$ cat src/rtl/lfsc_pkg.sv
// Shared types, constants and register map of the line-follow steering controller.
`default_nettype none

package lfsc_pkg;

  localparam int unsigned LevelW  = 12;
  localparam int unsigned ThrW    = 13;
  localparam int unsigned SpeedW  = 5;
  localparam int unsigned HoldW   = 5;
  localparam int unsigned SettleW = 3;
  localparam int unsigned DigitW  = 4;
  localparam int unsigned KeyW    = 2;
  localparam int unsigned PaddrW  = 4;
  localparam int unsigned PdataW  = 32;

  typedef enum logic [1:0] {
    ActStop    = 2'd0,
    ActForward = 2'd1,
    ActLeft    = 2'd2,
    ActRight   = 2'd3
  } action_e;

  // remote key codes; codes 0 and 3 are ignored
  localparam logic [KeyW-1:0] KeyRaise = 2'd1;
  localparam logic [KeyW-1:0] KeyLower = 2'd2;

  localparam logic [DigitW-1:0] LedStraight = 4'd6;
  localparam logic [DigitW-1:0] LedLeft     = 4'd8;
  localparam logic [DigitW-1:0] LedRight    = 4'd1;

  localparam logic [ThrW-1:0] ThrMax   = 13'd4100;
  localparam logic [ThrW-1:0] ThrStep  = 13'd100;
  localparam logic [ThrW-1:0] ThrReset = 13'd2800;

  localparam logic [SpeedW-1:0]  DriveSpeedRst  = 5'd5;
  localparam logic [LevelW-1:0]  LiftLevelRst   = 12'd1000;
  localparam logic [HoldW-1:0]   HoldLimitRst   = 5'd20;
  localparam logic [SettleW-1:0] SettleLimitRst = 3'd4;

  // register index = paddr[3:2]
  localparam logic [1:0] RegDriveSpeed  = 2'd0;
  localparam logic [1:0] RegLiftLevel   = 2'd1;
  localparam logic [1:0] RegHoldLimit   = 2'd2;
  localparam logic [1:0] RegSettleLimit = 2'd3;

  typedef struct packed {
    logic [LevelW-1:0] left_level;
    logic [LevelW-1:0] right_level;
    logic [KeyW-1:0]   remote_key;
  } in_item_t;

  typedef struct packed {
    logic [SpeedW-1:0] left_speed;
    logic [SpeedW-1:0] right_speed;
    action_e           action_now;
    logic [DigitW-1:0] led_digit;
    logic [ThrW-1:0]   threshold_now;
  } out_item_t;

  typedef struct packed {
    logic [SpeedW-1:0]  drive_speed;
    logic [LevelW-1:0]  lift_level;
    logic [HoldW-1:0]   hold_limit;
    logic [SettleW-1:0] settle_limit;
  } cfg_t;

endpackage

`default_nettype wire

$ cat src/rtl/lfsc_stream_if.sv
// Valid/ready item channel interface.
`default_nettype none

interface lfsc_stream_if #(
  parameter type payload_t = logic
);
  logic     valid;
  logic     ready;
  payload_t data;

  modport source (output valid, output data, input ready);
  modport sink   (input valid, input data, output ready);
endinterface

`default_nettype wire

$ cat src/rtl/line_follow_steering_controller_unit.sv
// Line-follow steering controller: one control tick in, one drive command out.
// Each accepted item is a control tick with both ground sensor levels and a remote
// key. The tick is captured in an input register, decided against the threshold
// after its key and the stored drive history, and its result lands in an output
// register. A new tick is accepted every cycle while the output side takes results.
// The result shows on the output once it moves from the input register into the
// output register, and is taken at an edge where output ready is high. A stalled
// result stays in the output register; one more tick can then wait in the input
// register, after which input ready stays low until the result is taken. The drive
// speed, lift level, hold limit and settle limit are set through the APB port at
// byte addresses 0, 4, 8 and 12, and must only be written while no tick is in flight.
`default_nettype none

module line_follow_steering_controller_unit (
  input  wire logic                         clk_i,
  input  wire logic                         rst_ni,
  lfsc_stream_if.sink                       in_i,
  lfsc_stream_if.source                     out_o,
  input  wire logic                         psel,
  input  wire logic                         penable,
  input  wire logic                         pwrite,
  input  wire logic [lfsc_pkg::PaddrW-1:0]  paddr,
  input  wire logic [lfsc_pkg::PdataW-1:0]  pwdata,
  output logic      [lfsc_pkg::PdataW-1:0]  prdata,
  output logic                              pready
);
  import lfsc_pkg::*;

  cfg_t      cfg;
  logic      in_vld_q;
  in_item_t  in_item_q;
  logic      out_vld_q;
  out_item_t out_item_q;
  out_item_t result;
  logic      advance;

  lfsc_cfg_regs u_cfg_regs (
    .clk_i   (clk_i),
    .rst_ni  (rst_ni),
    .psel    (psel),
    .penable (penable),
    .pwrite  (pwrite),
    .paddr   (paddr),
    .pwdata  (pwdata),
    .prdata  (prdata),
    .pready  (pready),
    .cfg_o   (cfg)
  );

  // the decided tick moves into the output register
  assign advance    = in_vld_q && (!out_vld_q || out_o.ready);
  assign in_i.ready = !in_vld_q || advance;

  lfsc_step u_step (
    .clk_i    (clk_i),
    .rst_ni   (rst_ni),
    .step_i   (advance),
    .item_i   (in_item_q),
    .cfg_i    (cfg),
    .result_o (result)
  );

  always_ff @(posedge clk_i or negedge rst_ni) begin
    if (!rst_ni) begin
      in_vld_q  <= 1'b0;
      out_vld_q <= 1'b0;
    end else begin
      if (in_i.ready) begin
        in_vld_q <= in_i.valid;
      end
      if (advance) begin
        out_vld_q <= 1'b1;
      end else if (out_o.ready) begin
        out_vld_q <= 1'b0;
      end
    end
  end

  always_ff @(posedge clk_i) begin
    if (in_i.ready && in_i.valid) begin
      in_item_q <= in_i.data;
    end
    if (advance) begin
      out_item_q <= result;
    end
  end

  assign out_o.valid = out_vld_q;
  assign out_o.data  = out_item_q;

endmodule

`default_nettype wire

$ cat src/rtl/lfsc_cfg_regs.sv
// APB configuration registers of the steering controller.
`default_nettype none

module lfsc_cfg_regs (
  input  wire logic                         clk_i,
  input  wire logic                         rst_ni,
  input  wire logic                         psel,
  input  wire logic                         penable,
  input  wire logic                         pwrite,
  input  wire logic [lfsc_pkg::PaddrW-1:0]  paddr,
  input  wire logic [lfsc_pkg::PdataW-1:0]  pwdata,
  output logic      [lfsc_pkg::PdataW-1:0]  prdata,
  output logic                              pready,
  output lfsc_pkg::cfg_t                    cfg_o
);
  import lfsc_pkg::*;

  cfg_t       cfg_q;
  cfg_t       cfg_d;
  logic       wr_en;
  logic [1:0] reg_idx;

  assign pready  = 1'b1;
  assign reg_idx = paddr[3:2];
  assign wr_en   = psel && penable && pwrite && pready;

  always_comb begin
    cfg_d = cfg_q;
    if (wr_en) begin
      case (reg_idx)
        RegDriveSpeed:  cfg_d.drive_speed  = pwdata[SpeedW-1:0];
        RegLiftLevel:   cfg_d.lift_level   = pwdata[LevelW-1:0];
        RegHoldLimit:   cfg_d.hold_limit   = pwdata[HoldW-1:0];
        RegSettleLimit: cfg_d.settle_limit = pwdata[SettleW-1:0];
        default:        cfg_d = cfg_q;
      endcase
    end
  end

  always_ff @(posedge clk_i or negedge rst_ni) begin
    if (!rst_ni) begin
      cfg_q.drive_speed  <= DriveSpeedRst;
      cfg_q.lift_level   <= LiftLevelRst;
      cfg_q.hold_limit   <= HoldLimitRst;
      cfg_q.settle_limit <= SettleLimitRst;
    end else begin
      cfg_q <= cfg_d;
    end
  end

  always_comb begin
    case (reg_idx)
      RegDriveSpeed:  prdata = {{(PdataW-SpeedW){1'b0}}, cfg_q.drive_speed};
      RegLiftLevel:   prdata = {{(PdataW-LevelW){1'b0}}, cfg_q.lift_level};
      RegHoldLimit:   prdata = {{(PdataW-HoldW){1'b0}}, cfg_q.hold_limit};
      RegSettleLimit: prdata = {{(PdataW-SettleW){1'b0}}, cfg_q.settle_limit};
      default:        prdata = '0;
    endcase
  end

  assign cfg_o = cfg_q;

endmodule

`default_nettype wire

$ cat src/rtl/lfsc_step.sv
// Per-tick decision logic and controller history registers.
`default_nettype none

module lfsc_step (
  input  wire logic                 clk_i,
  input  wire logic                 rst_ni,
  input  wire logic                 step_i,
  input  wire lfsc_pkg::in_item_t   item_i,
  input  wire lfsc_pkg::cfg_t       cfg_i,
  output lfsc_pkg::out_item_t       result_o
);
  import lfsc_pkg::*;

  logic [ThrW-1:0]    thr_q, thr_d;
  action_e            last_q, last_d;
  logic [HoldW-1:0]   hold_q, hold_d;
  logic [SettleW-1:0] settle_q, settle_d;

  action_e act;
  logic    lblack, rblack, lifted, turning;

  // threshold after this tick's key
  always_comb begin
    case (item_i.remote_key)
      KeyRaise: thr_d = (thr_q < ThrMax) ? thr_q + ThrStep : thr_q;
      KeyLower: thr_d = (thr_q >= ThrStep) ? thr_q - ThrStep : '0;
      default:  thr_d = thr_q;
    endcase
  end

  assign lblack  = {1'b0, item_i.left_level} < thr_d;
  assign rblack  = {1'b0, item_i.right_level} < thr_d;
  assign lifted  = (item_i.left_level < cfg_i.lift_level) &&
                   (item_i.right_level < cfg_i.lift_level);
  assign turning = (last_q == ActLeft) || (last_q == ActRight);

  always_comb begin
    last_d   = last_q;
    hold_d   = hold_q;
    settle_d = settle_q;
    act      = ActStop;
    if (lifted) begin
      last_d = ActStop;
      hold_d = '0;
    end else if (lblack && rblack) begin
      // repeat the last move for a while, then give up
      if (hold_q < cfg_i.hold_limit) begin
        hold_d = hold_q + 1'b1;
        act    = last_q;
      end else begin
        last_d = ActStop;
      end
    end else if (lblack) begin
      last_d = ActRight;
      hold_d = '0;
      act    = ActRight;
    end else if (rblack) begin
      last_d = ActLeft;
      hold_d = '0;
      act    = ActLeft;
    end else if (turning && (settle_q < cfg_i.settle_limit)) begin
      settle_d = settle_q + 1'b1;
      act      = last_q;
    end else begin
      last_d   = ActForward;
      hold_d   = '0;
      settle_d = '0;
      act      = ActForward;
    end
  end

  always_comb begin
    result_o.left_speed    = '0;
    result_o.right_speed   = '0;
    result_o.action_now    = act;
    result_o.led_digit     = LedStraight;
    result_o.threshold_now = thr_d;
    case (act)
      ActForward: begin
        result_o.left_speed  = cfg_i.drive_speed;
        result_o.right_speed = cfg_i.drive_speed;
      end
      ActLeft: begin
        result_o.right_speed = cfg_i.drive_speed;
        result_o.led_digit   = LedLeft;
      end
      ActRight: begin
        result_o.left_speed = cfg_i.drive_speed;
        result_o.led_digit  = LedRight;
      end
      default: begin
        result_o.left_speed = '0;
      end
    endcase
  end

  always_ff @(posedge clk_i or negedge rst_ni) begin
    if (!rst_ni) begin
      thr_q    <= ThrReset;
      last_q   <= ActStop;
      hold_q   <= '0;
      settle_q <= '0;
    end else if (step_i) begin
      thr_q    <= thr_d;
      last_q   <= last_d;
      hold_q   <= hold_d;
      settle_q <= settle_d;
    end
  end

endmodule

`default_nettype wire

$ cat src/flat_wrapper.sv
// flat-port wrapper written by rule: the top's interface ports become plain ports
module line_follow_steering_controller_unit_flat import lfsc_pkg::*;
  (clk_i, rst_ni, psel, penable, pwrite, paddr, pwdata, prdata, pready, in_i_valid, in_i_data, in_i_ready, out_o_valid, out_o_data, out_o_ready);
  lfsc_stream_if in_i_i ();
  lfsc_stream_if out_o_i ();
  input  wire logic clk_i;
  input  wire logic rst_ni;
  input  wire logic psel;
  input  wire logic penable;
  input  wire logic pwrite;
  input  wire logic [lfsc_pkg::PaddrW-1:0] paddr;
  input  wire logic [lfsc_pkg::PdataW-1:0] pwdata;
  output logic      [lfsc_pkg::PdataW-1:0] prdata;
  output logic pready;
  input wire logic [$bits(in_i_i.valid)-1:0] in_i_valid;
  input wire logic [$bits(in_i_i.data)-1:0] in_i_data;
  output wire logic [$bits(in_i_i.ready)-1:0] in_i_ready;
  output wire logic [$bits(out_o_i.valid)-1:0] out_o_valid;
  output wire logic [$bits(out_o_i.data)-1:0] out_o_data;
  input wire logic [$bits(out_o_i.ready)-1:0] out_o_ready;
  assign in_i_i.valid = in_i_valid;
  assign in_i_i.data = in_i_data;
  assign in_i_ready = in_i_i.ready;
  assign out_o_valid = out_o_i.valid;
  assign out_o_data = out_o_i.data;
  assign out_o_i.ready = out_o_ready;
  line_follow_steering_controller_unit u_core (.clk_i(clk_i), .rst_ni(rst_ni), .in_i(in_i_i), .out_o(out_o_i), .psel(psel), .penable(penable), .pwrite(pwrite), .paddr(paddr), .pwdata(pwdata), .prdata(prdata), .pready(pready));
endmodule
$ cat config.mk
export PLATFORM = sky130hd
export DESIGN_NAME = line_follow_steering_controller_unit_flat
export DESIGN_NICKNAME = d
export VERILOG_FILES = /design/src/rtl/lfsc_pkg.sv /design/src/rtl/lfsc_stream_if.sv /design/src/rtl/line_follow_steering_controller_unit.sv /design/src/rtl/lfsc_cfg_regs.sv /design/src/rtl/lfsc_step.sv /design/src/flat_wrapper.sv
export SDC_FILE = /design/constraint.sdc
export NUM_CORES = 1
export LEC_CHECK = 0
export BUFFER_PORTS_ARGS = -buffer_cell sky130_fd_sc_hd__buf_2
export CORE_ASPECT_RATIO = 1.75
export CORE_MARGIN = 4
export CORE_UTILIZATION = 44
export DETAILED_ROUTE_END_ITERATION = 7
export GPL_TIMING_DRIVEN = 1
export PLACE_DENSITY = 0.79
export SLEW_MARGIN = 20
export SYNTH_ARGS = -nofsm -noshare
export SYNTH_HDL_FRONTEND = slang
export SYNTH_SLANG_ARGS = --single-unit
$ cat constraint.sdc
create_clock -name clk_i -period 1.1 [get_ports clk_i]
set_input_delay 0.055 -clock clk_i [delete_from_list [all_inputs] [get_ports clk_i]]
set_output_delay 0.055 -clock clk_i [all_outputs]
set_load 0.005 [all_outputs]
# --- Word level (Yosys, flattened, before mapping) ---
# Cells that the tools add are included.
word_totals:
  input_bits: 44
  register_bits: 42
classes:
  n_reduce_logical: 14
  order_cmp: 1
  n_eq_ne: 3
  muxes: 5
  addsub: 1
op_table:
  columns: ["operator", "count"]
  rows:
  - ["$pmux 32 s4", 1]
  - ["$mux 13", 2]
  - ["$add 13x7->13 const B", 1]
  - ["$lt 13x13->1 const B", 1]
  - ["$reduce_and 2->1", 4]
  - ["$eq 2x2->1 const B", 2]
  - ["$logic_and 1x1->1", 4]
  - ["$eq 2x1->1 const B", 1]
  - ["$logic_not 1->1", 2]
  - ["$logic_not 2->1", 1]
  - ["$logic_or 1x1->1", 2]
  - ["$mux 1", 2]
  - ["$reduce_bool 2->1", 1]

# --- Longest topological paths before layout ---
logic_depth:
  ltp_word: 5
  depth_mapped: 5

# --- Hierarchy ---
# Synthesis repeated with hierarchy kept, for this count alone.
unflattened:
  cells_unflattened: 509
  hier_area_um2: 4782.1
modules_own_cells:
  columns: ["module", "cells_each", "area_per_inst_um2", "n_inst", "seq_area_each_um2"]
  rows:
  - ["lfsc_step", 397, 3219.3, 1, 583.1]
  - ["lfsc_cfg_regs", 101, 1395.1, 1, 639.4]
  - ["line_follow_steering_controller_unit", 11, 167.7, 1, 110.1]

# --- Worst setup path after synthesis ---
# No wires, ideal clock.
synth_timing:
  path_type: "input to register"
  from: "input port paddr[2] in the netlist's numbering"
  to: "register u_core.u_cfg_regs.cfg_q, in the netlist u_core.u_cfg_regs.cfg_o[10]"
  required_ps: 975
  t_arrival_ps: 953
  setup_slack_ps: 22
  cell_stages: 5
  cell_sequence: "buf_6 nor2b_4 and2_4 buf_12 mux2_4"
synth_via:
  elab_chain_len: 2
synth_lines:
  columns: ["element", "line_no", "rtl"]
  rows:
  - ["from (decl)", "flat_wrapper.sv:11", "input wire logic [lfsc_pkg::PaddrW-1:0] paddr;"]
  - ["$eq 2x1->1", "lfsc_cfg_regs.sv:30", "case (reg_idx)"]
  - ["$reduce_and 2->1 (no source line)", null, null]
  - ["to (signal assigned)", "lfsc_cfg_regs.sv:47", "cfg_q <= cfg_d;"]
  - ["to (decl)", "lfsc_cfg_regs.sv:18", "cfg_t cfg_q;"]
# Every way passes these cells.
# A chain may end at the register's enable or synchronous reset.

# --- Final worst setup path ---
layout_timing:
  from: "register u_core.u_cfg_regs.cfg_q, in the netlist u_core.u_cfg_regs.cfg_o[3]"
  to: "output port prdata[0] in the netlist's numbering"
layout_via:
  elab_chain_len: 1
layout_lines:
  columns: ["element", "line_no", "rtl"]
  rows:
  - ["$pmux 32 s4", "lfsc_cfg_regs.sv:52", "case (reg_idx)"]
  - ["to (decl)", "flat_wrapper.sv:13", "output logic [lfsc_pkg::PdataW-1:0] prdata;"]
# Every way passes these cells. The select of a mux whose other input is x is not followed.

==> results.rst <==
.. list-table::
   :header-rows: 1

   * - Metric
     - Value
   * - Number of design rule violations left after detail routing
     - 0
   * - GP Congestion
     - 0.750
   * - DIE HEIGHT
     - 85.1 um
   * - Worst flop-to-flop path startpoint
     - u_core.u_cfg_regs.cfg_o[10]
   * - F_max
     - 0.758 GHz
   * - Netlist area before placement
     - 0.00149 sq mm
   * - Average cell area after synthesis
     - 14.0 sq um
   * - Nature of the critical path endpoint
     - primary output
   * - Proportion of layout cells with a drive suffix above 1
     - 64.2%
   * - Vias in the first global route
     - 984
   * - Synthesis-to-layout area growth
     - 16.8%
   * - Kind of start point of the critical path
     - register
   * - Top cells by area in the synthesized netlist
     - sky130_fd_sc_hd__dfrtp_1, sky130_fd_sc_hd__dfstp_2, sky130_fd_sc_hd__mux2_2
   * - Tmin final
     - 1.32 ns
   * - Static leakage power
     - 0.854 nW
   * - Row cnt
     - 27
   * - Reg2reg end
     - u_core.u_cfg_regs.cfg_o[10]
   * - Max-slew violation count
     - 0
   * - Cell count after synthesis
     - 107
   * - Worst endpoint data arrival time
     - 1.26 ns
   * - Endpoint with the worst hold slack
     - u_core.u_cfg_regs.cfg_o[14]
   * - Number of antenna violations at the first check in global routing
     - 0
   * - Clock-pin slew on the worst setup and hold paths
     - 0.09 ns
   * - Cell count of the worst reg-to-reg path
     - 2
   * - Overall overflow remaining after global route
     - 0
   * - Routed wire length per instance
     - 14.1 um
   * - Average via count per standard cell
     - 4.44
   * - Endpoints failing setup
     - 4
   * - Count of filler cells inserted in the layout
     - 285
   * - Routed wire length
     - 2730 um
   * - Number of max-capacitance violations reported
     - 0
   * - Number of iterations in the first detailed-routing pass
     - 2
   * - Count of antenna diodes in the layout
     - 0
   * - DP Wirelength
     - 2110 um
   * - Result of the run
     - finished, violations left
   * - Hold path startpoint
     - pwdata[6]
   * - Fin. Hold Viols
     - 0
   * - Area of the core
     - 0.00321 sq mm
   * - Cell type of the slowest stage on the worst timing path
     - sky130_fd_sc_hd__mux4_2
   * - Total vias in the final route
     - 862
   * - Count of cell types in the netlist
     - 25
   * - Total Routing Usage GR
     - 13.3%
   * - Final worst slack
     - -0.219 ns
   * - Maximum number of pins on one net before global-route repair
     - 28
   * - Power per Cell Area
     - 1490 mW/mm^2
   * - Worst hold path stage count
     - 2
   * - Worst-Skew Late Latency
     - 0.26 ns
   * - Effective utilization at floorplan
     - 46.5%
   * - # clock sinks
     - 27
   * - Setup Skew
     - 0.0000967 ns
   * - Share of the cycle needed by the critical path after routing
     - 120%
   * - Root Buffer Master
     - sky130_fd_sc_hd__clkbuf_8
   * - Relative slew slack
     - 60.3%
   * - Setup repair after global routing missed its margin
     - true
   * - Number of design-rule violations left by the first detailed-router iteration
     - 16
   * - CTS buffer count
     - 3
   * - Area share of the leading cell type in the synthesized netlist
     - 26.8%
   * - Number of storage elements in the synthesis netlist
     - 27
   * - Hold Path Class
     - in2reg
   * - Yosys warning total
     - 0
   * - Worst Max-Slew Pin Slew
     - 0.595 ns
   * - Maximum vdd drop
     - 863 uV
   * - Required time of the worst setup path
     - 1.04 ns
   * - Portion of the post-synthesis area used by sequential elements
     - 46.2%
   * - # IOs
     - 80
   * - Post-placement worst setup slack
     - -0.156 ns
   * - Library cell occupying the most area in the post-synthesis netlist
     - sky130_fd_sc_hd__dfrtp_1
   * - Net count reported at finish
     - 196
   * - Violations in the final reports
     - setup timing
   * - Sequence of cells on the critical path
     - mux4_2 > buf_2
   * - Reg2reg setup slack
     - 0.19 ns
   * - H-Tree Level Count
     - 1
   * - Placed Instance Area
     - 0.00164 sq mm
   * - Maximum fanout along the worst path
     - 2
   * - Horizontal die dimension
     - 52.0 um
   * - Antenna violation net count after detailed routing
     - 0
   * - Crit path kind
     - reg2out
   * - TritonCTS clock tree
     - built
   * - DIE AREA
     - 0.00443 sq mm
   * - Post-route standard cell area excluding fillers
     - 0.00174 sq mm
   * - Global-route wire length before repair
     - 4510 um
   * - Largest stage delay on the critical path
     - 0.47 ns
   * - IO Port Bufs
     - 34
   * - Clk buf depth
     - 2
kinds of logic after synthesis:
kind of cell           count (synthesis)  synth area share, %
AOI/OAI and AO/OA                      3                 1.17
buffers and inverters                 27                 14.7
DFF                                   27                 46.2
muxes                                 30                 28.0
other                                  2                0.503
and+or+nand+nor                       18                 9.47
metal layers:
layer	vias up	part of all wire [%]	global-route usage [%]
li1	403	-	-
met1	424	35	14.2
met2	33	58	25.3
met3	2	6.4	1.93
met4	0	0.81	4.30
met5	-	0	0
stage by stage:
stage	power, mW	utilization, %	TNS [ns]	hold WS, ns	cells
after global routing	2.74	54.3	-1.00	0.0111	194
after floorplan	1.82	-	0	-0.241	127
after CTS	2.58	53.1	-0.767	0.0107	194
after detailed placement	1.99	51.0	-1.57	0.0914	186
final	2.59	54.3	-0.700	0.0128	194
after global placement	1.95	51.0	-1.28	0.0730	186
cell type report:
cell class	instances	area, sq um	share of cell area, %
multi-input cells	73	654	37.5
inverters	1	3.75	0.215
flip-flops and latches	27	689	39.6
repair buffers	46	297	17.0
clock buffers	4	45.0	2.58
well taps	43	53.8	3.09
power by group:
part	switching, mW	leakage [nW]	internal, mW	total, mW
Sequential	0.124	0.308	1.28	1.40
Combinational	0.217	0.523	0.425	0.642
Clock	0.284	0.0228	0.259	0.543
sequential cells by signal, summed over array words and instances (netlist names):
| name | cells |
|---|---|
| u_core.in_vld_q | 1 |
| u_core.out_o.valid | 1 |
| u_core.u_cfg_regs.cfg_o | 25 |
worst max-delay path by stage:
stage / startpoint / to / slack [ns]
global placement: pwrite / u_core.u_cfg_regs.cfg_o[23] / -0.14
finish: u_core.u_cfg_regs.cfg_o[3] / prdata[0] / -0.22
floorplan: paddr[2] / u_core.u_cfg_regs.cfg_o[10] / 0.02
global route: u_core.u_cfg_regs.cfg_o[3] / prdata[0] / -0.26
detailed placement: pwrite / u_core.u_cfg_regs.cfg_o[23] / -0.16
CTS: u_core.u_cfg_regs.cfg_o[3] / prdata[0] / -0.25
synthesized netlist by cell type, drive strengths merged:
master  number
buf         25
mux2        25
dfrtp       16
dfstp       11
and2         8
mux4         3
conb         2
mux2i        2
nand2        2
nand3        2
o21ai        2
a21o         1
and2b        1
and3         1
and3b        1
clkbuf       1
inv          1
nand2b       1
nor2b        1
nor3b        1
critical path: cells and delay by family, from the launching register on:
kind                   cells  cell delay [ns]
buffers and inverters      1             0.14
DFF                        1             0.39
muxes                      1             0.47
cell usage in the layout, fill, tap and decap left out, drive strengths merged, types with 2 or more instances in the layout:
cell	n
conb	22
nand3	2
nand2	2
and2	8
mux4	3
clkbuf	4
dlygate4sd3	2
mux2	25
dfrtp	16
o21ai	2
dfstp	11
buf	44
mux2i	2
what timing repair did:
action,4_1_cts,5_1_grt
pin swaps,0,0
gates resized for setup,4,11
buffers inserted,2,0
hold buffers,2,0
endpoints found under the hold margin,17,0
endpoints found under the setup margin,4,10
Power figures use the tool's default switching activity.
